**src/htri_pkg.sv**
```systemverilog
// ----------------------------------------------------------------------------
// htri_pkg: shared constants and types
// Grid geometry, fixed-point widths, request codes and the structs passed
// between the front end, the height memories and the solve pipeline.
// ----------------------------------------------------------------------------
package htri_pkg;

  localparam int GridCells  = 128;
  localparam int CellBits   = $clog2(GridCells);
  localparam int CellMax    = GridCells - 1;
  localparam int CornerSide = GridCells + 1;
  localparam int FracBits   = 8;
  localparam int HeightBits = 32;
  localparam int IdxBits    = 8;
  localparam int QueryBits  = 16;
  localparam int Unit       = 1 << FracBits;
  localparam int Half       = Unit / 2;

  localparam int CornerDepth   = CornerSide * CornerSide;
  localparam int CornerIdxBits = $clog2(CornerDepth);
  localparam int BankDepth     = (CornerDepth + 1) / 2;
  localparam int BankAddrBits  = $clog2(BankDepth);
  localparam int CenterDepth   = GridCells * GridCells;
  localparam int CenterAddrBits = $clog2(CenterDepth);

  localparam int OffBits  = QueryBits + 1;
  localparam int DiffBits = HeightBits + 2;
  localparam int ProdBits = DiffBits + OffBits;
  localparam int AccBits  = ProdBits + 3;

  localparam logic signed [AccBits-1:0] AccHeightMax =
    (AccBits'(1) <<< (HeightBits - 1)) - AccBits'(1);
  localparam logic signed [AccBits-1:0] AccHeightMin = -AccHeightMax - AccBits'(1);

  typedef enum logic [1:0] {
    REQ_CORNER = 2'd0,
    REQ_CENTER = 2'd1,
    REQ_QUERY  = 2'd2
  } req_type_e;

  typedef struct packed {
    logic                      is_query;
    logic                      range_error;
    logic                      sel_right;
    logic                      sel_far;
    logic                      swap;
    logic signed [OffBits-1:0] ex;
    logic signed [OffBits-1:0] ez;
  } item_ctl_t;

  typedef struct packed {
    logic                      center_we;
    logic [CenterAddrBits-1:0] center_waddr;
    logic [CenterAddrBits-1:0] center_raddr;
    logic [1:0]                bank_we;
    logic [BankAddrBits-1:0]   bank_waddr;
    logic [BankAddrBits-1:0]   bank0_raddr;
    logic [BankAddrBits-1:0]   bank1_raddr;
    logic [HeightBits-1:0]     wdata;
  } mem_cmd_t;

endpackage

```
**src/htri_rsp_if.sv**
```systemverilog
// ----------------------------------------------------------------------------
// htri_rsp_if: response channel
// Valid/ready channel carrying one result per request.
// ----------------------------------------------------------------------------
interface htri_rsp_if;
  logic                                   valid;
  logic                                   ready;
  logic signed [htri_pkg::HeightBits-1:0] height_out;
  logic                                   is_answer;
  logic                                   range_error;

  modport source (
    output valid, height_out, is_answer, range_error,
    input  ready
  );
  modport sink (
    input  valid, height_out, is_answer, range_error,
    output ready
  );
endinterface

```
**src/htri_solve.sv**
```systemverilog
// ----------------------------------------------------------------------------
// htri_solve: plane solve pipeline
// Takes the three read heights, forms the plane slopes, multiplies by the
// offsets, accumulates, truncates toward zero and saturates.
// ----------------------------------------------------------------------------
module htri_solve (
  input  logic                              clk_i,
  input  logic                              rst_ni,
  input  logic                              accept_i,
  input  htri_pkg::item_ctl_t               ctl_i,
  input  logic [htri_pkg::HeightBits-1:0]   center_i,
  input  logic [htri_pkg::HeightBits-1:0]   bank0_i,
  input  logic [htri_pkg::HeightBits-1:0]   bank1_i,
  output logic                              ready_o,
  htri_rsp_if.source                        rsp_o
);

  localparam int HB  = htri_pkg::HeightBits;
  localparam int DB  = htri_pkg::DiffBits;
  localparam int PB  = htri_pkg::ProdBits;
  localparam int AB  = htri_pkg::AccBits;
  localparam int FB  = htri_pkg::FracBits;

  logic v1_q, v2_q, v3_q, v4_q, v5_q;
  logic rdy1, rdy2, rdy3, rdy4, rdy5;

  htri_pkg::item_ctl_t ctl1_q, ctl2_q, ctl3_q, ctl4_q;

  // stage 1: read data
  logic signed [HB-1:0] h0, h1, h2;
  logic signed [DB-1:0] dy1, dy2, sum, dif;
  logic signed [DB-1:0] p_d, q_d;
  // stage 2
  logic signed [DB-1:0] p_q, q_q;
  logic signed [HB-1:0] h0_q;
  // stage 3
  logic signed [PB-1:0] prodx_d, prodz_d, prodx_q, prodz_q;
  logic signed [AB-1:0] h0s_q;
  // stage 4
  logic signed [AB-1:0] acc_q;
  // stage 5
  logic signed [AB-1:0] trunc;
  logic signed [HB-1:0] sat;
  logic signed [HB-1:0] height_q;
  logic                 is_answer_q, range_error_q;

  assign rdy5    = !v5_q || rsp_o.ready;
  assign rdy4    = !v4_q || rdy5;
  assign rdy3    = !v3_q || rdy4;
  assign rdy2    = !v2_q || rdy3;
  assign rdy1    = !v1_q || rdy2;
  assign ready_o = rdy1;

  always_ff @(posedge clk_i or negedge rst_ni) begin
    if (!rst_ni) begin
      v1_q <= 1'b0;
      v2_q <= 1'b0;
      v3_q <= 1'b0;
      v4_q <= 1'b0;
      v5_q <= 1'b0;
    end else begin
      if (rdy1) v1_q <= accept_i;
      if (rdy2) v2_q <= v1_q;
      if (rdy3) v3_q <= v2_q;
      if (rdy4) v4_q <= v3_q;
      if (rdy5) v5_q <= v4_q;
    end
  end

  assign h0  = $signed(center_i);
  assign h1  = ctl1_q.swap ? $signed(bank0_i) : $signed(bank1_i);
  assign h2  = ctl1_q.swap ? $signed(bank1_i) : $signed(bank0_i);
  assign dy1 = DB'(h1) - DB'(h0);
  assign dy2 = DB'(h2) - DB'(h0);
  assign sum = dy1 + dy2;
  assign dif = dy2 - dy1;

  always_comb begin
    case ({ctl1_q.sel_right, ctl1_q.sel_far})
      2'b11: begin
        p_d = sum;
        q_d = dif;
      end
      2'b10: begin
        p_d = -dif;
        q_d = -sum;
      end
      2'b01: begin
        p_d = dif;
        q_d = sum;
      end
      default: begin
        p_d = -sum;
        q_d = -dif;
      end
    endcase
  end

  assign prodx_d = PB'(p_q) * PB'($signed(ctl2_q.ex));
  assign prodz_d = PB'(q_q) * PB'($signed(ctl2_q.ez));

  assign trunc = acc_q[AB-1] ? ((acc_q + AB'(htri_pkg::Unit - 1)) >>> FB) : (acc_q >>> FB);

  always_comb begin
    if (trunc > htri_pkg::AccHeightMax) begin
      sat = HB'(htri_pkg::AccHeightMax);
    end else if (trunc < htri_pkg::AccHeightMin) begin
      sat = HB'(htri_pkg::AccHeightMin);
    end else begin
      sat = trunc[HB-1:0];
    end
  end

  always_ff @(posedge clk_i) begin
    if (accept_i) begin
      ctl1_q <= ctl_i;
    end
    if (rdy2 && v1_q) begin
      ctl2_q <= ctl1_q;
      p_q    <= p_d;
      q_q    <= q_d;
      h0_q   <= h0;
    end
    if (rdy3 && v2_q) begin
      ctl3_q  <= ctl2_q;
      prodx_q <= prodx_d;
      prodz_q <= prodz_d;
      h0s_q   <= AB'(h0_q) <<< FB;
    end
    if (rdy4 && v3_q) begin
      ctl4_q <= ctl3_q;
      acc_q  <= AB'(prodx_q) + AB'(prodz_q) + h0s_q;
    end
    if (rdy5 && v4_q) begin
      height_q      <= ctl4_q.is_query ? sat : '0;
      is_answer_q   <= ctl4_q.is_query;
      range_error_q <= ctl4_q.range_error;
    end
  end

  assign rsp_o.valid       = v5_q;
  assign rsp_o.height_out  = height_q;
  assign rsp_o.is_answer   = is_answer_q;
  assign rsp_o.range_error = range_error_q;

endmodule

```
**src/flat_wrapper.sv**
```systemverilog
// flat-port wrapper written by rule: the top's interface ports become plain ports
module htri_solve_flat 
  (clk_i, rst_ni, accept_i, ctl_i, center_i, bank0_i, bank1_i, ready_o, rsp_o_valid, rsp_o_height_out, rsp_o_is_answer, rsp_o_range_error, rsp_o_ready);
  htri_rsp_if rsp_o_i ();
  input  logic clk_i;
  input  logic rst_ni;
  input  logic accept_i;
  input  htri_pkg::item_ctl_t ctl_i;
  input  logic [htri_pkg::HeightBits-1:0] center_i;
  input  logic [htri_pkg::HeightBits-1:0] bank0_i;
  input  logic [htri_pkg::HeightBits-1:0] bank1_i;
  output logic ready_o;
  output wire logic [$bits(rsp_o_i.valid)-1:0] rsp_o_valid;
  output wire logic [$bits(rsp_o_i.height_out)-1:0] rsp_o_height_out;
  output wire logic [$bits(rsp_o_i.is_answer)-1:0] rsp_o_is_answer;
  output wire logic [$bits(rsp_o_i.range_error)-1:0] rsp_o_range_error;
  input wire logic [$bits(rsp_o_i.ready)-1:0] rsp_o_ready;
  assign rsp_o_valid = rsp_o_i.valid;
  assign rsp_o_height_out = rsp_o_i.height_out;
  assign rsp_o_is_answer = rsp_o_i.is_answer;
  assign rsp_o_range_error = rsp_o_i.range_error;
  assign rsp_o_i.ready = rsp_o_ready;
  htri_solve u_core (.clk_i(clk_i), .rst_ni(rst_ni), .accept_i(accept_i), .ctl_i(ctl_i), .center_i(center_i), .bank0_i(bank0_i), .bank1_i(bank1_i), .ready_o(ready_o), .rsp_o(rsp_o_i));
endmodule
```
**config.mk**
```make
export PLATFORM = sky130hd
export DESIGN_NAME = htri_solve_flat
export DESIGN_NICKNAME = d
export VERILOG_FILES = /design/src/htri_pkg.sv /design/src/htri_rsp_if.sv /design/src/htri_solve.sv /design/src/flat_wrapper.sv
export SDC_FILE = /design/constraint.sdc
export NUM_CORES = 2
export LEC_CHECK = 0
export BUFFER_PORTS_ARGS = -buffer_cell sky130_fd_sc_hd__buf_2
export CAP_MARGIN = 20
export CORE_ASPECT_RATIO = 0.75
export CORE_MARGIN = 2
export CORE_UTILIZATION = 45
export CTS_BUF_LIST = sky130_fd_sc_hd__clkbuf_8
export CTS_CLUSTER_SIZE = 12
export DETAILED_ROUTE_END_ITERATION = 7
export GPL_ROUTABILITY_DRIVEN = 0
export SYNTH_ARGS = -nofsm -noshare
export SYNTH_HDL_FRONTEND = slang
export SYNTH_SLANG_ARGS = --single-unit
```
**constraint.sdc**
```tcl
create_clock -name clk_i -period 21.4 [get_ports clk_i]
set_input_delay 1.07 -clock clk_i [delete_from_list [all_inputs] [get_ports clk_i]]
set_output_delay 1.07 -clock clk_i [all_outputs]
set_load 0.01 [all_outputs]
```
## After elaboration in Yosys (flattened, before gate mapping)

Index checks and enable logic that the tools add are counted.

- Add/sub/neg operators: 9
- Multiply operators: 2
- Order comparisons: 2
- Eq/ne operators: 3
- Muxes and demuxes: 7
- Bitwise gates (word level): 1
- Reduce and logical (&&, ||, !) cells: 15

Operators by type and width:

| operator | count |
|---|---|
| case mux 34 bit (3 select lines) | 2 |
| multiplier 34 x 17 -> 51 bit | 2 |
| two-way mux 32 bit | 3 |
| negator 34 bit | 2 |
| subtractor 32 x 32 -> 33 bit | 2 |
| adder 54 x 9 -> 54 bit, second input constant | 1 |
| > comparator 54 x 32 -> 1 bit, second input constant | 1 |
| < comparator 54 x 32 -> 1 bit, second input constant | 1 |
| two-way mux 54 bit | 1 |
| adder 52 x 40 -> 53 bit | 1 |
| adder 51 x 51 -> 52 bit | 1 |
| adder 34 bit | 1 |
| subtractor 34 bit | 1 |
| two-way mux 31 bit | 1 |
| zero test 1 bit | 5 |
| logical OR 1 bit | 5 |
| == test 2 bit, second input constant | 2 |
| logical AND 1 bit | 4 |
| == test 2 x 1 -> 1 bit, second input constant | 1 |
| OR reduction 2 bit | 1 |
| inverter 1 bit | 1 |

- Flip-flop bits (word level): 406
- Output and inout port bits: 36
- Word-level logic and storage cells: 70

## Longest topological paths before layout

- Word-level depth: 6
- Mapped depth: 31
- Gate-level depth less buffers: 28

## Worst setup path after synthesis

Ideal clock, no wire load.

- Path type: input -> register
- Start: input port bank0_i[2] (netlist bit)
- End: register u_core.q_q[31], data pin
- Library setup time: 0.272 ns
- Arrival: 7.043 ns
- Required time: 21.128 ns
- Setup slack: 14.085 ns
- Stages: 27
- Buffers on the path: 1
- Path through: mux2_2 ha_1 nor2b_1 o21ai_0 a21boi_0 o21a_1 or2_2 and2_1 o21ai_0 nand2b_1 and2_1 o21ai_0 a21oi_1 ha_1 clkbuf_1 nor2_1 a2111oi_0 nor2_1 a211oi_1 o21ai_1 xnor2_1 or2_2 or4_1 nor3_1 nand3b_1 xor2_1 mux4_2

- Longest elaborated chain between the ends: 5

Ends and longest elaborated chain:

| what | RTL line | RTL |
|---|---|---|
| start, declared | flat_wrapper.sv:10 | `input logic [htri_pkg::HeightBits-1:0] bank0_i;` |
| two-way mux 32 bit (on tied branches) | htri_solve.sv:72, htri_solve.sv:71 |  |
| subtractor 32 x 32 -> 33 bit (on tied branches) | htri_solve.sv:74, htri_solve.sv:73 |  |
| subtractor 34 bit or adder 34 bit (tied branches) | htri_solve.sv:76, htri_solve.sv:75 |  |
| negator 34 bit (on tied branches) | htri_solve.sv:94, htri_solve.sv:86 |  |
| case mux 34 bit (3 select lines) (*) | htri_solve.sv:79 | `case ({ctl1_q.sel_right, ctl1_q.sel_far})` |
| net u_core.q_d[31] | htri_solve.sv:32 | `logic signed [DB-1:0] p_d, q_d;` |
| end signal, assigned | htri_solve.sv:121 | `q_q <= q_d;` |
| end, declared | htri_solve.sv:34 | `logic signed [DB-1:0] p_q, q_q;` |

Mark *: on every way through the listed nets, which the timed path passes. The rest lies on a longest branch.
A chain may end at the register's enable or synchronous reset.

## Worst setup path in the final report

- Start: register u_core.ctl2_q[16] (netlist bit)
- End: register u_core.prodz_q[50], data pin

- Longest elaborated chain between the ends: 1

Ends and longest elaborated chain:

| what | RTL line | RTL |
|---|---|---|
| start, declared | htri_solve.sv:27 | `htri_pkg::item_ctl_t ctl1_q, ctl2_q, ctl3_q, ctl4_q;` |
| start signal, assigned | htri_solve.sv:119 | `ctl2_q <= ctl1_q;` |
| multiplier 34 x 17 -> 51 bit | htri_solve.sv:100 | `assign prodz_d = PB'(q_q) * PB'($signed(ctl2_q.ez));` |
| net u_core.prodz_d[50] | htri_solve.sv:37 | `logic signed [PB-1:0] prodx_d, prodz_d, prodx_q, prodz_q;` |
| end signal, assigned | htri_solve.sv:127 | `prodz_q <= prodz_d;` |
| end, declared | htri_solve.sv:37 |  |

The timed path passes the listed nets, and every way through them passes these cells.

==> results.txt <==
----------------------------------------------------
[Clock network]
  Number of H-tree levels ... 3
  Total clock buffers created by CTS ... 76
  Clock-pin slew of the registers on the worst-case setup and hold paths ... 70 ps
  Buffer levels on the longest clock path ... 3
  Clock latency on the worst-skew pair ... 820 ps
  CTS sink cnt ... slightly above 400
  Number of resized instances in the post-cts repair step ... 0
  CTS tree ... done
  Hold Buf Count CTS ... 1
  Number of buffers inserted by post-CTS setup repair ... 0
  Clock Tree Root ... clkbuf_8

[Timing]
  Final Hold Viols ... 0
  Final worst slack ... about 13,000 ps
  Slew Viols, Final ... 0
  RSZ-0062 raised after global routing ... no
  Worst Max-Slew Pin Slew ... between 1000 and 1500 ps
  Maximum clock frequency ... about 120 MHz
  Min Clock Period, post-route ... 8453 ps
  Setup clock skew after layout ... around 46 ps
  Number of endpoints failing setup at the final stage ... 0
  Slew margin rel. ... 0.2568
  Setup TNS ... 0 ps
  Share of the cycle needed by the critical path after routing ... 0.3950

[Floorplanning]
  Standard cell core area ... 147,200 um2
  Total die area ... 150,900 um2
  Starting Density ... 0.4519
  Number of placed I/O pins ... 175
  Width of the chip ... approximately 450 um
  Count of standard-cell rows ... roughly 120
  Vertical die dimension ... 336.9 um

[Min path]
  Hold WC Path Type ... flip-flop to flip-flop
  Hold path depth ... 0
  Start point of the worst min-delay path ... u_core.h0_q[12]
  Endpoint, Worst Hold ... u_core.h0s_q[20]

[Global route]
  Maximum number of pins on one net before global-route repair ... 76
  Antenna violations before repair ... 10
  Global route total overflow ... 0
  Vias in the first global route ... 50,260
  Overall track demand over capacity in global routing ... 0.2586
  First-pass GRT wire length ... 297,000 um

[Synthesis]
  Sequential cell area fraction in the yosys report ... 0.1820
  Yosys warnings ... 0
  FF+latch count, synth ... between 400 and 500
  Post-synthesis area per instance ... 9.838 um2
  Distinct cell type count of the synthesized netlist ... between 80 and 90
  Number of synthesized flops with an enable pin ... between 300 and 400
  Netlist area before placement ... 66,500 um2
  Post-synth top flop ... edfxtp_1
  Async S/R FF share, synth ... 0.01238
  Post-Synthesis Net Count ... 8,478
  Mapped Cells ... 6,760

[Detailed routing]
  Initial DRT Pass Iterations ... 8
  DRC Markers ... 0
  Residual antenna-violating net count after detailed routing ... 0
  Total length of routed wires ... 189,700 um
  Per-cell routed wire length ... 21.39 um
  Via density ... ~5.5
  Total vias in the final route ... 48,380
  1st-iter DRT viols ... about 3,600

[Cells and area]
  Area growth from synthesis to layout ... 6.681%
  Net count of the finished layout ... 8,535
  Commonest cells after routing, fill and taps aside ... inv_1, fa_1, nand2_1
  Sequential standard cell area ... roughly 12,000 um2
  Area occupied by multi-input gates ... a little under 50,000 um2
  Post-route non-filler standard cell count ... 8,866
  Commonest non-fill, non-tap cell in the layout ... inv_1
  Fill cell count ... around 14,000
  Layout cells sized above 1 ... 0.07459

[Placed design]
  HPWL Detailed ... between 100,000 and 150,000 um
  Input/output buffers ... 174
  Setup WS pre-CTS ... 12,870 ps
  Placed cell count ... between 8,000 and 9,000

[Setup path]
  Worst path required time ... 21,950 ps
  Startpoint type of the worst setup path ... flip-flop
  Path depth of the worst reg2reg path ... 26
  Top delay family on crit path ... adder cells
  Worst-path cell with the longest stage delay ... clkinv_1
  Most Frequent Cell on Critical Path ... fa_1
  Startpoint of the lowest-slack register-to-register path ... u_core.ctl2_q[16]
  Crit. End Element ... flip-flop
  Critical path depth ... 26
  Max Fanout on Critical Path ... 18
  CP Buf/Inv Count ... 6
  Reg-to-Reg End ... u_core.prodz_q[50]
  Maximum cell stage delay along the critical path ... around 860 ps
  Critical Path AT ... 9000 ps
  Worst setup path class ... flip-flop to flip-flop
  Slack of the worst reg-to-reg path ... 12,950 ps

[Outcome]
  Status ... finished clean

[Flow run]
  Number of maximum-capacitance constraint violations ... 0

----------------------------------------------------
[registers in the layout (all words and copies together), names as in the netlist, 2 cells and up]
| signal | flops |
|---|---|
| u_core.ctl4_q | 2 |
| u_core.prodx_q | 51 |
| u_core.p_q | 33 |
| u_core.rsp_o.height_out | 32 |
| u_core.h0_q | 32 |
| u_core.q_q | 34 |
| u_core.h0s_q | 32 |
| u_core.prodz_q | 51 |
| u_core.ctl2_q | 36 |
| u_core.ctl3_q | 2 |
| u_core.acc_q | 53 |
| u_core.ctl1_q | 39 |
[routing by layer]
layer	GRT usage	wire [um]	up-vias
met1	0.3771	86330	24560
met2	0.3732	78430	1880
li1	-	-	21660
met3	0.07193	18920	274
met4	0.07744	5930	6
met5	0	45	-
[cell families after synthesis]
logic type      count (synthesis)  share of synthesized area
simple gates                 1984                     0.1490
fa+ha+maj                    1579                     0.4269
buf+inv                      1497                    0.08468
compound gates                816                    0.07992
flops                         404                     0.1820
xor+xnor                      349                    0.04596
mux                           131                    0.03146
[metrics by stage]
| step | hold slack (ps) | utilization | cell area (um2) |
|---|---|---|---|
| after floorplan | 400.3 | - | 66500 |
| after global placement | 400.6 | 0.4711 | 69330 |
| after detailed placement | 405.4 | 0.4711 | 69330 |
| after CTS | 325.6 | 0.4820 | 70930 |
| after global routing | 376.8 | 0.4821 | 70940 |
| final | 403.2 | 0.4821 | 70950 |
[synth_stat cells (6+ instances only)]
master     number  area [um2]
nand2_1       787        2954
a21o_1        123       923.4
o21bai_1       40       300.3
clkbuf_1      244       915.9
edfxtp_1      399       11980
o31ai_1         6       45.04
a21oi_1       236        1181
and3_1         35       219.0
o21a_1         41       307.8
nor4_1         26       162.7
nor3_1         63       315.3
nand4_1        40       250.2
a41oi_1         8       70.07
nand3_1        68       340.3
mux2i_1        11       110.1
a221o_1        11       110.1
nor2b_1        65       406.6
a221oi_1        8       70.07
xor2_1        100       875.8
ha_1          429        5368
nand2b_1       85       531.8
mux4_2         56        1261
o41ai_1         9       78.83
or3_1          28       175.2
o221ai_1        6       52.55
or4_1           8       60.06
and4_1          7       61.31
a211oi_1       32       240.2
xnor2_1       249        2181
o211ai_1       22       165.2
a31oi_1        25       156.4
and2_1        486        3040
nand3b_1        7       52.55
mux2_2         64       720.7
o21ai_0       155       775.7
fa_1         1150       23020
a2111oi_0      10       87.58
o31a_1          9       78.83
or2_2          23       143.9
nor2_1        223       837.1
inv_1        1244        4669
a211o_1         8       70.07
a21boi_0        7       52.55
[worst max path at each step]
stage	slack (ps)	from	end
after floorplan	14090	bank0_i[2]	u_core.q_q[31]
after global placement	12970	bank1_i[1]	u_core.q_q[31]
after detailed placement	12870	bank1_i[1]	u_core.p_q[31]
after CTS	13000	u_core.ctl1_q[34]	u_core.p_q[31]
after global routing	12320	u_core.ctl1_q[34]	u_core.q_q[31]
final	12950	u_core.ctl2_q[16]	u_core.prodz_q[50]
[cell type report]
| type | instances | share of cell area |
|---|---|---|
| antenna | 4 | 0.0001411 |
| timing repair buffer | 230 | 0.01827 |
| sequential | 404 | 0.1706 |
| clock buffer | 77 | 0.01494 |
| clock inverter | 62 | 0.007460 |
| multi-input combinational | 4859 | 0.6876 |
| tap | 1984 | 0.03499 |
| inverter | 1246 | 0.06592 |
Power is left out: the tool's default activity adds up to more than one toggle a clock period on the data nets, which glitch-free logic cannot reach.
