[src/htri_pkg.sv]
// ----------------------------------------------------------------------------
// htri_pkg: shared constants and types
// Grid geometry, fixed-point widths, request codes and the structs passed
// between the front end, the height memories and the solve pipeline.
// ----------------------------------------------------------------------------
package htri_pkg;

  localparam int GridCells  = 128;
  localparam int CellBits   = $clog2(GridCells);
  localparam int CellMax    = GridCells - 1;
  localparam int CornerSide = GridCells + 1;
  localparam int FracBits   = 8;
  localparam int HeightBits = 32;
  localparam int IdxBits    = 8;
  localparam int QueryBits  = 16;
  localparam int Unit       = 1 << FracBits;
  localparam int Half       = Unit / 2;

  localparam int CornerDepth   = CornerSide * CornerSide;
  localparam int CornerIdxBits = $clog2(CornerDepth);
  localparam int BankDepth     = (CornerDepth + 1) / 2;
  localparam int BankAddrBits  = $clog2(BankDepth);
  localparam int CenterDepth   = GridCells * GridCells;
  localparam int CenterAddrBits = $clog2(CenterDepth);

  localparam int OffBits  = QueryBits + 1;
  localparam int DiffBits = HeightBits + 2;
  localparam int ProdBits = DiffBits + OffBits;
  localparam int AccBits  = ProdBits + 3;

  localparam logic signed [AccBits-1:0] AccHeightMax =
    (AccBits'(1) <<< (HeightBits - 1)) - AccBits'(1);
  localparam logic signed [AccBits-1:0] AccHeightMin = -AccHeightMax - AccBits'(1);

  typedef enum logic [1:0] {
    REQ_CORNER = 2'd0,
    REQ_CENTER = 2'd1,
    REQ_QUERY  = 2'd2
  } req_type_e;

  typedef struct packed {
    logic                      is_query;
    logic                      range_error;
    logic                      sel_right;
    logic                      sel_far;
    logic                      swap;
    logic signed [OffBits-1:0] ex;
    logic signed [OffBits-1:0] ez;
  } item_ctl_t;

  typedef struct packed {
    logic                      center_we;
    logic [CenterAddrBits-1:0] center_waddr;
    logic [CenterAddrBits-1:0] center_raddr;
    logic [1:0]                bank_we;
    logic [BankAddrBits-1:0]   bank_waddr;
    logic [BankAddrBits-1:0]   bank0_raddr;
    logic [BankAddrBits-1:0]   bank1_raddr;
    logic [HeightBits-1:0]     wdata;
  } mem_cmd_t;

endpackage

[src/htri_front.sv]
// ----------------------------------------------------------------------------
// htri_front: request decode and address generation
// Range-checks writes, locates the query cell, picks the triangle and maps
// the three needed heights onto the center memory and two corner banks.
// ----------------------------------------------------------------------------
module htri_front (
  input  logic                                   accept_i,
  input  logic [1:0]                             req_type_i,
  input  logic [htri_pkg::IdxBits-1:0]           grid_x_i,
  input  logic [htri_pkg::IdxBits-1:0]           grid_z_i,
  input  logic signed [htri_pkg::HeightBits-1:0] height_value_i,
  input  logic [htri_pkg::QueryBits-1:0]         query_x_i,
  input  logic [htri_pkg::QueryBits-1:0]         query_z_i,
  output htri_pkg::mem_cmd_t                     cmd_o,
  output htri_pkg::item_ctl_t                    ctl_o
);

  localparam int CiB = htri_pkg::CornerIdxBits;
  localparam int CB  = htri_pkg::CellBits;
  localparam int QB  = htri_pkg::QueryBits;
  localparam int FB  = htri_pkg::FracBits;
  localparam int OB  = htri_pkg::OffBits;

  logic            is_corner, is_center, is_query;
  logic            corner_ok, center_ok;
  logic [CiB-1:0]  widx;
  logic [QB-FB-1:0] qcx, qcz;
  logic [CB-1:0]   xc, zc;
  logic [QB-1:0]   lx, lz;
  logic            sel_right, sel_far;
  logic [CiB-1:0]  base, h1_idx, h2_idx;
  logic            swap;

  assign is_corner = (req_type_i == htri_pkg::REQ_CORNER);
  assign is_center = (req_type_i == htri_pkg::REQ_CENTER);
  assign is_query  = (req_type_i == htri_pkg::REQ_QUERY);

  assign corner_ok = (grid_x_i <= htri_pkg::IdxBits'(htri_pkg::GridCells)) &&
                     (grid_z_i <= htri_pkg::IdxBits'(htri_pkg::GridCells));
  assign center_ok = (grid_x_i < htri_pkg::IdxBits'(htri_pkg::GridCells)) &&
                     (grid_z_i < htri_pkg::IdxBits'(htri_pkg::GridCells));

  assign widx = CiB'(grid_x_i) * CiB'(htri_pkg::CornerSide) + CiB'(grid_z_i);

  // cell index, clamped to the last cell
  assign qcx = query_x_i[QB-1:FB];
  assign qcz = query_z_i[QB-1:FB];
  assign xc  = (qcx > (QB-FB)'(htri_pkg::CellMax)) ? CB'(htri_pkg::CellMax) : qcx[CB-1:0];
  assign zc  = (qcz > (QB-FB)'(htri_pkg::CellMax)) ? CB'(htri_pkg::CellMax) : qcz[CB-1:0];

  assign lx = query_x_i - QB'({xc, {FB{1'b0}}});
  assign lz = query_z_i - QB'({zc, {FB{1'b0}}});

  assign sel_right = (lx > lz);
  assign sel_far   = ((QB+1)'(lx) + (QB+1)'(lz)) > (QB+1)'(htri_pkg::Unit);

  assign base   = CiB'(xc) * CiB'(htri_pkg::CornerSide) + CiB'(zc);
  assign h1_idx = sel_right ? base + CiB'(htri_pkg::CornerSide) : base + CiB'(1);
  assign h2_idx = sel_far ? base + CiB'(htri_pkg::CornerSide + 1) : base;
  // h2 lives in the bank of the base parity, h1 in the other one
  assign swap   = base[0];

  always_comb begin
    cmd_o.center_we    = accept_i && is_center && center_ok;
    cmd_o.center_waddr = {grid_x_i[CB-1:0], grid_z_i[CB-1:0]};
    cmd_o.center_raddr = {xc, zc};
    cmd_o.bank_we[0]   = accept_i && is_corner && corner_ok && !widx[0];
    cmd_o.bank_we[1]   = accept_i && is_corner && corner_ok && widx[0];
    cmd_o.bank_waddr   = widx[CiB-1:1];
    cmd_o.bank0_raddr  = swap ? h1_idx[CiB-1:1] : h2_idx[CiB-1:1];
    cmd_o.bank1_raddr  = swap ? h2_idx[CiB-1:1] : h1_idx[CiB-1:1];
    cmd_o.wdata        = height_value_i;

    ctl_o.is_query    = is_query;
    ctl_o.range_error = (is_corner && !corner_ok) || (is_center && !center_ok);
    ctl_o.sel_right   = sel_right;
    ctl_o.sel_far     = sel_far;
    ctl_o.swap        = swap;
    ctl_o.ex          = OB'(lx) - OB'(htri_pkg::Half);
    ctl_o.ez          = OB'(lz) - OB'(htri_pkg::Half);
  end

endmodule

[config.mk]
export PLATFORM = sky130hd
export DESIGN_NAME = htri_front
export DESIGN_NICKNAME = d
export VERILOG_FILES = /design/src/htri_pkg.sv /design/src/htri_front.sv
export SDC_FILE = /design/constraint.sdc
export NUM_CORES = 1
export LEC_CHECK = 0
export BUFFER_PORTS_ARGS = -buffer_cell sky130_fd_sc_hd__buf_2
export CORE_MARGIN = 5
export CORE_UTILIZATION = 53
export DETAILED_ROUTE_END_ITERATION = 10
export PLACE_DENSITY = 0.91
export SYNTH_ARGS = -nofsm -noshare
export SYNTH_HDL_FRONTEND = slang
export SYNTH_SLANG_ARGS = --single-unit
[constraint.sdc]
create_clock -name vclk -period 13.2
set_input_delay 1.32 -clock vclk [all_inputs]
set_output_delay 1.32 -clock vclk [all_outputs]
set_load 0.01 [all_outputs]
# Yosys cells after proc, flatten, opt, wreduce, memory -nomap -nowiden
# Index checks and enable logic that the tools add are counted.
# totals
register_bits	0
input_bits	83
elab_cells	43
# op_classes
addsub	10
n_mul	2
magnitude_cmp	8
eq_ne	2
n_mux	6
n_reduce_logical	15
# ops
op	count
16-bit by 8-bit subtractor with 17-bit output, second input constant	2
16-bit by 15-bit subtractor with 16-bit output	2
15-bit by 8-bit adder with 15-bit output, second input constant	2
15-bit two-way mux	2
14-bit two-way mux	2
16-bit by 16-bit adder with 17-bit output	1
17-bit by 9-bit > comparator with 1-bit output, second input constant	1
16-bit > comparator	1
8-bit by 7-bit > comparator with 1-bit output, second input constant	2
8-bit less-or-equal comparator, second input constant	2
8-bit less-than comparator, second input constant	2
15-bit by 1-bit adder with 15-bit output, second input constant	1
15-bit by 7-bit adder with 15-bit output	1
15-bit by 8-bit adder with 15-bit output	1
7-bit by 8-bit multiplier with 15-bit output, second input constant	1
8-bit by 8-bit multiplier with 15-bit output, second input constant	1
7-bit two-way mux	2
1-bit logical AND	10
1-bit zero test	3
2-bit by 1-bit == test with 1-bit output, second input constant	1
2-bit == test, second input constant	1
2-bit zero test	1
1-bit logical OR	1

# Depth between registers and ports, before layout
# Gate-level depths: netlist of run 1.
# depth
depth_word	7
ltp_mapped	21
depth_no_buf	18

# Worst setup path after synthesis of run 1
# OpenSTA, ideal clock, no wires.
# synth_timing
path_kind	input -> output
startpoint	input query_x_i[15] (netlist bit)
endpoint	output cmd_o[42] (netlist bit)
t_arrival_ns	5.402
t_required_ns	11.880
slack_ns	6.478
path_stages	19
cell_sequence	clkbuf_1 > clkbuf_1 > nand2b_1 > ha_1 > a32oi_1 > ha_1 > and4b_1 > and3_1 > nand3b_1 > a21oi_1 > o31ai_1 > a21oi_1 > ha_1 > nor2b_1 > nor2b_1 > clkbuf_1 > nor3_1 > or4_1 > a211oi_2
# synth_lines
item	line_no	source
from (decl)	htri_front.sv:12	input logic [htri_pkg::QueryBits-1:0] query_x_i,
to (decl)	htri_front.sv:14	output htri_pkg::mem_cmd_t cmd_o,

==> summary.md, run 1 <==
| Metric | Value |
|---|---|
| Status | `completed` |
| RSZ-0062 raised after global routing | `no` |
| Slowest stage delay, CP | `0.53 ns` |
| Final Hold Vio Count | `0` |
| Synth area leaders | `ha_1 (26%), buf_4 (11%), xnor2_1 (8.5%)` |
| CP most frequent cell | `ha_1` |
| Distinct cells, synth | `66` |
| Post-CTS Setup Repair Bufs | `0` |
| Die width | `102.3 um` |
| Routed wire length | `12420 um` |
| Sequential area share after synthesis | `0%` |
| Critical path class | `input pin to output pin` |
| Die Y | `102.3 um` |
| Wirelength per Cell | `15.27 um` |
| Global Route Usage Sum | `22.38%` |
| First-pass GRT wire length | `19830 um` |
| Normalized max-slew margin | `47.72%` |
| Least-Margin Pin Slew | `0.7786 ns` |
| Area of the core | `8258 um^2` |
| Number of global-route vias before repair | `4386` |
| Fill count | `772` |
| Power per cell area | `77.76 nW/um^2` |
| Crit path cell chain | `buf_2 > nand2b_1 > ha_1 > nand2_1 > a32oi_1 > ha_1 > and4b_1 > and3_1 > nand3b_1 > a21oi_1 > o31ai_1 > a21oi_1 > ha_1 > nor2b_1 > nor2b_1 > nor3_1 > or4_1 > a211oi_2 > buf_2` |
| # diodes | `0` |
| Initial Util | `54.65%` |
| Crit path DAT | `5.77 ns` |
| Final min period | `7.095 ns` |
| Peak supply drop | `32.03 uV` |
| Fmax | `140.9 MHz` |
| FF+latch count | `0` |
| Mapped Cells | `619` |
| Initial DRT Pass Iterations | `5` |
| Post-synthesis average cell area | `7.291 um^2` |
| Worst Setup End Kind | `output pin` |
| Fin nets | `890` |
| CP Max Fanout | `21` |
| Syn_nets | `799` |
| Total global routing overflow | `0` |
| Port Buffer Count | `163` |
| CP startpoint kind | `input pin` |
| Worst path bufs/invs | `2` |
| Number of DRC markers in iteration 0 | `201` |
| Synth Cell Area | `4513 um^2` |
| Synth area leader | `ha_1` |
| Lkg Pwr | `2.587 nW` |
| Hold Buf Count CTS | `0` |
| Syn-to-layout area delta | `9.371%` |
| Post-CTS Resized | `0` |
| Maximum Capacitance Violations | `0` |
| ANT nets after route | `0` |
| Via count | `4657` |
| Reg area | `0 um^2` |
| Tcrit/Tclk final | `53.75%` |
| DP Area | `4936 um^2` |
| Crit path max-delay family | `simple AND/OR/NAND/NOR gates` |
| Hold Crit Class | `input pin to output pin` |
| # setup viols final | `0` |
| HPWL Detailed | `10830 um` |
| Sum Neg Setup Slack | `0 ns` |
| Clock buffers | `0` |
| Worst EP required | `11.88 ns` |
| Hold_ws | `2.640 ns` |
| Slowest stage cell, crit path | `or4_1` |
| I/O pin total | `227` |
| Max Slew Vio Count | `0` |
| Share of cells above drive strength 1 | `27.26%` |
| Initial antenna violation count | `0` |
| Global placer's final weighted congestion | `0.9528` |
| Largest net degree at the start of global routing | `28` |
| Design area | `4936 um^2` |
| Vias per Instance | `5.728` |
| Post-synth top area share | `25.78%` |
| Die ar. | `10460 um^2` |
| DRC Markers | `0` |
| Yosys warns | `0` |
| Row count | `33` |
[layout make-up]
type	count	area (um^2)	share of cell area, %
multi-input combinational	490	3779	76.55
timing repair buffer	164	823.3	16.68
inverter	54	202.7	4.106
tap	105	131.4	2.662
[layer usage]
layer / vias to the layer above / global-route usage, % / wire, um
li1: 2305 / - / -
met1: 2105 / 27.69 / 5110
met2: 211 / 41.48 / 6081
met3: 36 / 1.297 / 877
met4: 0 / 6.458 / 346
met5: - / 0 / 0
[path summary, 6_finish.rpt]
check | startpoint | endpoint | cells after the start
hold / removal | height_value_i[0] | cmd_o[0] | 0
setup / recovery | query_x_i[15] | cmd_o[42] | 19
[logic make-up (layout without fill, tap and decap cells)]
family | Yosys count | count (layout) | share of synthesized area [%]
muxes | 5 | 5 | 1.247
buffers and inverters | 129 | 218 | 16.27
adders and majority gates | 97 | 97 | 27.56
AOI/OAI and AO/OA | 131 | 131 | 18.77
xor gates and xnor gates | 62 | 62 | 12.03
and+or+nand+nor | 195 | 195 | 24.12
[layout by cell type (no fill, tap or decap), drive strengths merged, types with 9 or more instances in the layout]
| cell type | count |
|---|---|
| xor2 | 18 |
| nand3 | 17 |
| a21o | 9 |
| nor3 | 18 |
| nand2b | 15 |
| buf | 164 |
| or2 | 16 |
| inv | 54 |
| nand2 | 22 |
| xnor2 | 44 |
| a21oi | 45 |
| o21ai | 27 |
| nor2 | 40 |
| nor2b | 14 |
| ha | 93 |
| a211oi | 10 |
| and3 | 15 |
[per-stage QoR]
step | utilization, % | setup slack [ns] | power, mW | std cells
final | 59.77 | 6.105 | 0.3838 | 813
after global routing | 59.77 | 5.662 | 0.4251 | 813
after CTS | 59.77 | 6.171 | 0.3827 | 813
after detailed placement | 59.77 | 6.188 | 0.3808 | 813
after global placement | 59.77 | 6.349 | 0.3745 | 813
after floorplan | - | 6.478 | 0.2742 | 619
[report_power, final]
part           internal (mW)  switching, mW  leakage, nW
clock                      0              0            0
combinational          0.159          0.225         2.59
sequential                 0              0            0
[synth_stat cells, types with 5 or more instances]
library cell and count:
nor2_1 39, nor3_1 17, nand2_1 22, xor2_1 18, ha_1 93, a31oi_1 7, and3_1 15, clkbuf_1 8
o21ai_0 18, or2_2 15, o21ai_1 6, nand4_1 5, nand3_1 16, nand2b_1 15, xnor2_1 44, inv_1 54
a211oi_1 8, nor4_1 5, a21o_1 9, a21oi_1 45, o21bai_1 8, buf_4 64, nor2b_1 14, or3_1 5
(Power assumes the default switching activity.)
==> inputs of run 2 (changes only) <==
--- a/config.mk
+++ b/config.mk
@@ -7,9 +7,9 @@
 export LEC_CHECK = 0
 export BUFFER_PORTS_ARGS = -buffer_cell sky130_fd_sc_hd__buf_2
 export CORE_MARGIN = 5
-export CORE_UTILIZATION = 53
+export CORE_UTILIZATION = 44
 export DETAILED_ROUTE_END_ITERATION = 10
-export PLACE_DENSITY = 0.91
+export PLACE_DENSITY = 0.81
 export SYNTH_ARGS = -nofsm -noshare
 export SYNTH_HDL_FRONTEND = slang
 export SYNTH_SLANG_ARGS = --single-unit
==> constraint.sdc (replaced) <==
create_clock -name vclk -period 6.4
set_input_delay 0.64 -clock vclk [all_inputs]
set_output_delay 0.64 -clock vclk [all_outputs]
set_load 0.01 [all_outputs]
==> run 2 against run 1 <==
  * Final area is 0.79% higher
  * Power is 110% higher
  * Largest power group unchanged
  * Highest routed layer unchanged
  * First-iteration DRC count is 15% higher
==> summary.md, run 2 (synthesis results as in run 1) <==
| Metric | Value |
|---|---|
| FF+latch count | `0 (unchanged)` |
| CP most frequent cell | `ha_1` |
| Crit path cell chain | `buf_2 > nand2b_1 > ha_1 > nand2_1 > a32oi_1 > ha_1 > and4b_1 > and3_1 > nand3b_1 > a21oi_1 > o31ai_1 > a21oi_1 > ha_1 > nor2b_1 > nor2b_1 > nor3_1 > or4_1 > a211oi_2 > buf_2` |
| # setup viols final | `0 (unchanged)` |
| Vias per Instance | `5.449 (-4.9%)` |
| I/O pin total | `227 (unchanged)` |
| Hold Startpoint | `height_value_i[15]` |
| Lkg Pwr | `2.587 nW (about the same)` |
| Fin nets | `890 (unchanged)` |
| Die ar. | `12380 um^2 (+18%)` |
| Crit path max-delay family | `simple AND/OR/NAND/NOR gates` |
| Max Slew Vio Count | `0 (unchanged)` |
| Power per cell area | `159.3 nW/um^2 (+100%)` |
| Least-Margin Pin Slew | `0.8265 ns (+0.04795 ns)` |
| Hold Buf Count CTS | `0 (unchanged)` |
| Final min period | `5.773 ns` |
| Clock buffers | `0 (unchanged)` |
| Worst Setup End Kind | `output pin` |
| Initial Util | `44.31% (-10 points)` |
| Sum Neg Setup Slack | `0 ns (unchanged)` |
| # diodes | `0 (unchanged)` |
| Fmax | `173.2 MHz` |
| Status | `completed` |
| Worst EP required | `5.76 ns (-6.12 ns)` |
| Post-CTS Setup Repair Bufs | `0 (unchanged)` |
| Global placer's final weighted congestion | `1.005 (+5.5%)` |
| Commonest non-fill, non-tap cell in the layout | `buf_2` |
| Initial antenna violation count | `0 (unchanged)` |
| Critical path class | `input pin to output pin` |
| Syn-to-layout area delta | `10.23%` |
| Crit path DAT | `5.13 ns (-0.64 ns)` |
| HPWL Detailed | `10720 um (-1.1%)` |
| CP startpoint kind | `input pin` |
| Final Hold Vio Count | `0 (unchanged)` |
| Die Y | `111.3 um (+8.8%)` |
| Wirelength per Cell | `14.55 um (-4.7%)` |
| Worst path bufs/invs | `2 (unchanged)` |
| Global Route Usage Sum | `18.38% (-4.0 points)` |
| Normalized max-slew margin | `44.90% (-2.8 points)` |
| Routed wire length | `12280 um (-1.1%)` |
| Area of the core | `10180 um^2 (+23%)` |
| Slowest stage cell, crit path | `or4_1` |
| Pwr Total | `792.3 uW (+110%)` |
| Die width | `111.3 um (+8.8%)` |
| Maximum Capacitance Violations | `0 (unchanged)` |
| Row count | `37 (+12%)` |
| Port Buffer Count | `163 (unchanged)` |
| Initial DRT Pass Iterations | `5 (unchanged)` |
| Post-CTS Resized | `0 (unchanged)` |
| First-pass GRT wire length | `20060 um (+1.1%)` |
| Most frequent cells in the layout | `buf_2 (163), ha_1 (93), inv_1 (54), a21oi_1 (45), xnor2_1 (44)` |
| DRC Markers | `0 (unchanged)` |
| Hold Path End | `cmd_o[15]` |
| Tcrit/Tclk final | `90.21%` |
| Fill count | `1054 (+37%)` |
| ANT nets after route | `0 (unchanged)` |
| RSZ-0062 raised after global routing | `no` |
| Crit. path cell count | `19 (unchanged)` |
| Via count | `4599 (-1.2%)` |
| CP Max Fanout | `21 (unchanged)` |
| Number of global-route vias before repair | `4351 (-0.80%)` |
| Hold Crit Class | `input pin to output pin` |
| Fin worst setup slack | `0.6266 ns (-5.479 ns)` |
| Reg area | `0 um^2 (unchanged)` |
| Peak supply drop | `62.13 uV (+94%)` |
| Pre-CTS setup slack | `0.6574 ns (-5.530 ns)` |
| Total global routing overflow | `0 (unchanged)` |
| Slowest stage delay, CP | `0.52 ns (about the same)` |
| Worst hold stages | `0 (unchanged)` |
| Number of DRC markers in iteration 0 | `232 (+15%)` |
| Largest net degree at the start of global routing | `28 (unchanged)` |
| Share of cells above drive strength 1 | `27.26% (unchanged)` |
-- run 2: how the worst max path moves through the flow --
stage	slack (ns)	end	from
floorplan	1.04	cmd_o[42]	query_x_i[15]
global placement	0.82	cmd_o[42]	query_x_i[15]
detailed placement	0.66	cmd_o[42]	query_x_i[15]
CTS	0.64	cmd_o[42]	query_x_i[15]
global route	0.13	cmd_o[42]	query_x_i[15]
finish	0.63	cmd_o[42]	query_x_i[15]
-- run 2: cell type report --
class | count | area [um^2] | area share (%)
multi-input cells | 490 | 3779 | 75.96
repair buffers | 164 | 823.3 | 16.55
inverters | 54 | 202.7 | 4.074
well taps | 136 | 170.2 | 3.421
-- run 2: power by group --
group          switching, mW  total, mW  internal (mW)  leakage, nW
combinational          0.461      0.792          0.331         2.59
sequential                 0          0              0            0
clock                      0          0              0            0
-- run 2: per-stage QoR --
stage	instance area (um^2)	cells	hold slack, ns	util (%)
floorplan	4513	619	1.326	-
CTS	4975	844	1.280	48.85
finish	4975	844	1.280	48.85
detailed placement	4975	844	1.280	48.85
global placement	4975	844	1.280	48.85
global route	4975	844	1.280	48.85
-- run 2: metal layers --
layer / wire [um] / up-vias / share of wire [%] / global-route usage, %
met5: 0 / - / 0 / 0
met4: 408 / 0 / 3.3 / 5.434
met3: 778 / 39 / 6.3 / 2.074
met2: 5950 / 204 / 48 / 33.74
met1: 5141 / 2060 / 42 / 22.34
li1: - / 2296 / - / -
==> inputs of run 3 (changes only) <==
--- a/config.mk
+++ b/config.mk
@@ -9,6 +9,7 @@
 export CORE_MARGIN = 5
 export CORE_UTILIZATION = 44
 export DETAILED_ROUTE_END_ITERATION = 10
+export GPL_TIMING_DRIVEN = 0
 export PLACE_DENSITY = 0.81
 export SYNTH_ARGS = -nofsm -noshare
 export SYNTH_HDL_FRONTEND = slang
==> run 3 against run 2 <==
  * Setup slack worse by 0.26 ns
  * Sequential cell count unchanged
  * First-iteration DRC count decreased by 17%
  * Maximum frequency shrank 4.4%
  * Routed wire length up 4.6%
  * Power rose by 5.8%
  * Via count is 8.3% higher
  * Global-route usage rose by 0.35 points
  * Critical path depth up 3
  * Combinational power increased by 5.8%
  * Worst hold slack improved by 0.18 ns
  * Largest power group unchanged
==> summary.md, run 3 (synthesis results as in run 1) <==
| Metric | Value |
|---|---|
| Fmax | `165.6 MHz (-4.4%)` |
| Lkg Pwr | `3.054 nW (+18%)` |
| DRC Markers | `0 (unchanged)` |
| Final min period | `6.037 ns (+0.2637 ns)` |
| ANT nets after route | `0 (unchanged)` |
| Final Hold Vio Count | `0 (unchanged)` |
| FF+latch count | `0 (unchanged)` |
| Row count | `37 (unchanged)` |
| Initial antenna violation count | `0 (unchanged)` |
| Via count | `4981 (+8.3%)` |
| Die Y | `111.3 um (unchanged)` |
| Worst path bufs/invs | `5 (+3)` |
| Worst hold stages | `2 (+2)` |
| CP startpoint kind | `input pin` |
| Tcrit/Tclk final | `94.33% (+4.1 points)` |
| Syn-to-layout area delta | `26.23%` |
| First-pass GRT wire length | `20600 um (+2.7%)` |
| CP Max Fanout | `10 (-52%)` |
| Peak supply drop | `79.89 uV (+29%)` |
| Slowest stage delay, CP | `0.52 ns (about the same)` |
| Hold Startpoint | `height_value_i[12]` |
| Port Buffer Count | `195 (+20%)` |
| Share of cells above drive strength 1 | `36.61% (+9.3 points)` |
| Max Slew Vio Count | `0 (unchanged)` |
| Total global routing overflow | `0 (unchanged)` |
| Power per cell area | `147.2 nW/um^2 (-7.6%)` |
| Slowest stage cell, crit path | `or4_1` |
| I/O pin total | `227 (unchanged)` |
| Global Route Usage Sum | `18.74% (+0.35 points)` |
| Initial DRT Pass Iterations | `5 (unchanged)` |
| Initial Util | `44.31% (unchanged)` |
| Hold Crit Class | `input pin to output pin` |
| Hold Path End | `cmd_o[12]` |
| Status | `completed` |
| RSZ-0062 raised after global routing | `no` |
| Worst Setup End Kind | `output pin` |
| Hold_ws | `1.464 ns (+0.1839 ns)` |
| Worst EP required | `5.76 ns (about the same)` |
| Die ar. | `12380 um^2 (unchanged)` |
| # setup viols final | `0 (unchanged)` |
| Number of DRC markers in iteration 0 | `192 (-17%)` |
| Largest net degree at the start of global routing | `11 (-61%)` |
| Routed wire length | `12840 um (+4.6%)` |
| Vias per Instance | `5.243 (-3.8%)` |
| HPWL Detailed | `11160 um (+4.1%)` |
| Least-Margin Pin Slew | `0.6488 ns (-0.1778 ns)` |
| Crit path cell chain | `buf_2 > clkbuf_1 > clkbuf_2 > nand2b_1 > ha_2 > nand2_1 > a32oi_4 > ha_1 > and4b_1 > and3_1 > nand3b_1 > a21oi_1 > o31ai_1 > a21oi_2 > ha_1 > nor2b_2 > nor2b_1 > clkbuf_2 > nor3_1 > or4_1 > a211oi_2 > buf_2` |
| Area of the core | `10180 um^2 (unchanged)` |
| Number of global-route vias before repair | `4533 (+4.2%)` |
| Commonest non-fill, non-tap cell in the layout | `buf_2` |
| Most frequent cells in the layout | `buf_2 (197), ha_1 (92), buf_4 (64), inv_1 (54), a21oi_1 (44)` |
| Global placer's final weighted congestion | `0.9850 (-2.0%)` |
| Die width | `111.3 um (unchanged)` |
| Maximum Capacitance Violations | `0 (unchanged)` |
| Clock buffers | `0 (unchanged)` |
| # diodes | `0 (unchanged)` |
| Crit path max-delay family | `simple AND/OR/NAND/NOR gates` |
| Fin nets | `996 (+12%)` |
| Wirelength per Cell | `13.52 um (-7.1%)` |
| Crit path DAT | `5.40 ns (+0.27 ns)` |
| Sum Neg Setup Slack | `0 ns (unchanged)` |
| Normalized max-slew margin | `56.35% (+11 points)` |
| Critical path class | `input pin to output pin` |
| Reg area | `0 um^2 (unchanged)` |
[run 3: worst max path at each step]
stage	from	to	slack (ns)	cells past startpoint
after detailed placement	query_x_i[15]	cmd_o[42]	-0.17	21
after global placement	query_x_i[15]	cmd_o[42]	-0.13	21
after global routing	query_x_i[15]	cmd_o[42]	0.002	22
after CTS	query_x_i[15]	cmd_o[42]	0.03	22
final	query_x_i[15]	cmd_o[42]	0.36	22
after floorplan	query_x_i[15]	cmd_o[42]	1.04	19
[run 3: cell type report]
type	count	area, um^2
plain buffers	75	534.3
fillers	1009	4488
multi-input cells	490	3814
inverters	54	202.7
well taps	136	170.2
repair buffers	195	975.9
[run 3: power breakdown]
group	internal (mW)	total, mW	switching (mW)
Combinational	0.364	0.838	0.475
Sequential	0	0	0
Clock	0	0	0
Total	0.364	0.838	0.475
[run 3: repair_timing]
item,CTS,global route
buffers inserted,0,0
setup endpoints to repair,1,1
gates resized for setup,3,5
hold buffers,0,0
[run 3: per-layer routing]
layer	up-vias	GRT usage (%)	wire [um]
met2	216	34.54	6280
met1	2232	23.56	5407
met3	19	2.074	891
met5	-	0	0
met4	0	3.325	262
li1	2514	-	-
[run 3: per-stage QoR]
| stage | cells | total power, mW | area, um^2 | worst slack, ns | util [%] |
|---|---|---|---|---|---|
| global route | 950 | 0.9219 | 5697 | 0.001736 | 55.93 |
| detailed placement | 950 | 0.8303 | 5659 | -0.1664 | 55.57 |
| global placement | 950 | 0.8207 | 5659 | -0.1283 | 55.57 |
| finish | 950 | 0.8383 | 5697 | 0.3629 | 55.93 |
| floorplan | 619 | 0.5656 | 4513 | 1.038 | - |
| CTS | 950 | 0.8358 | 5675 | 0.02971 | 55.72 |
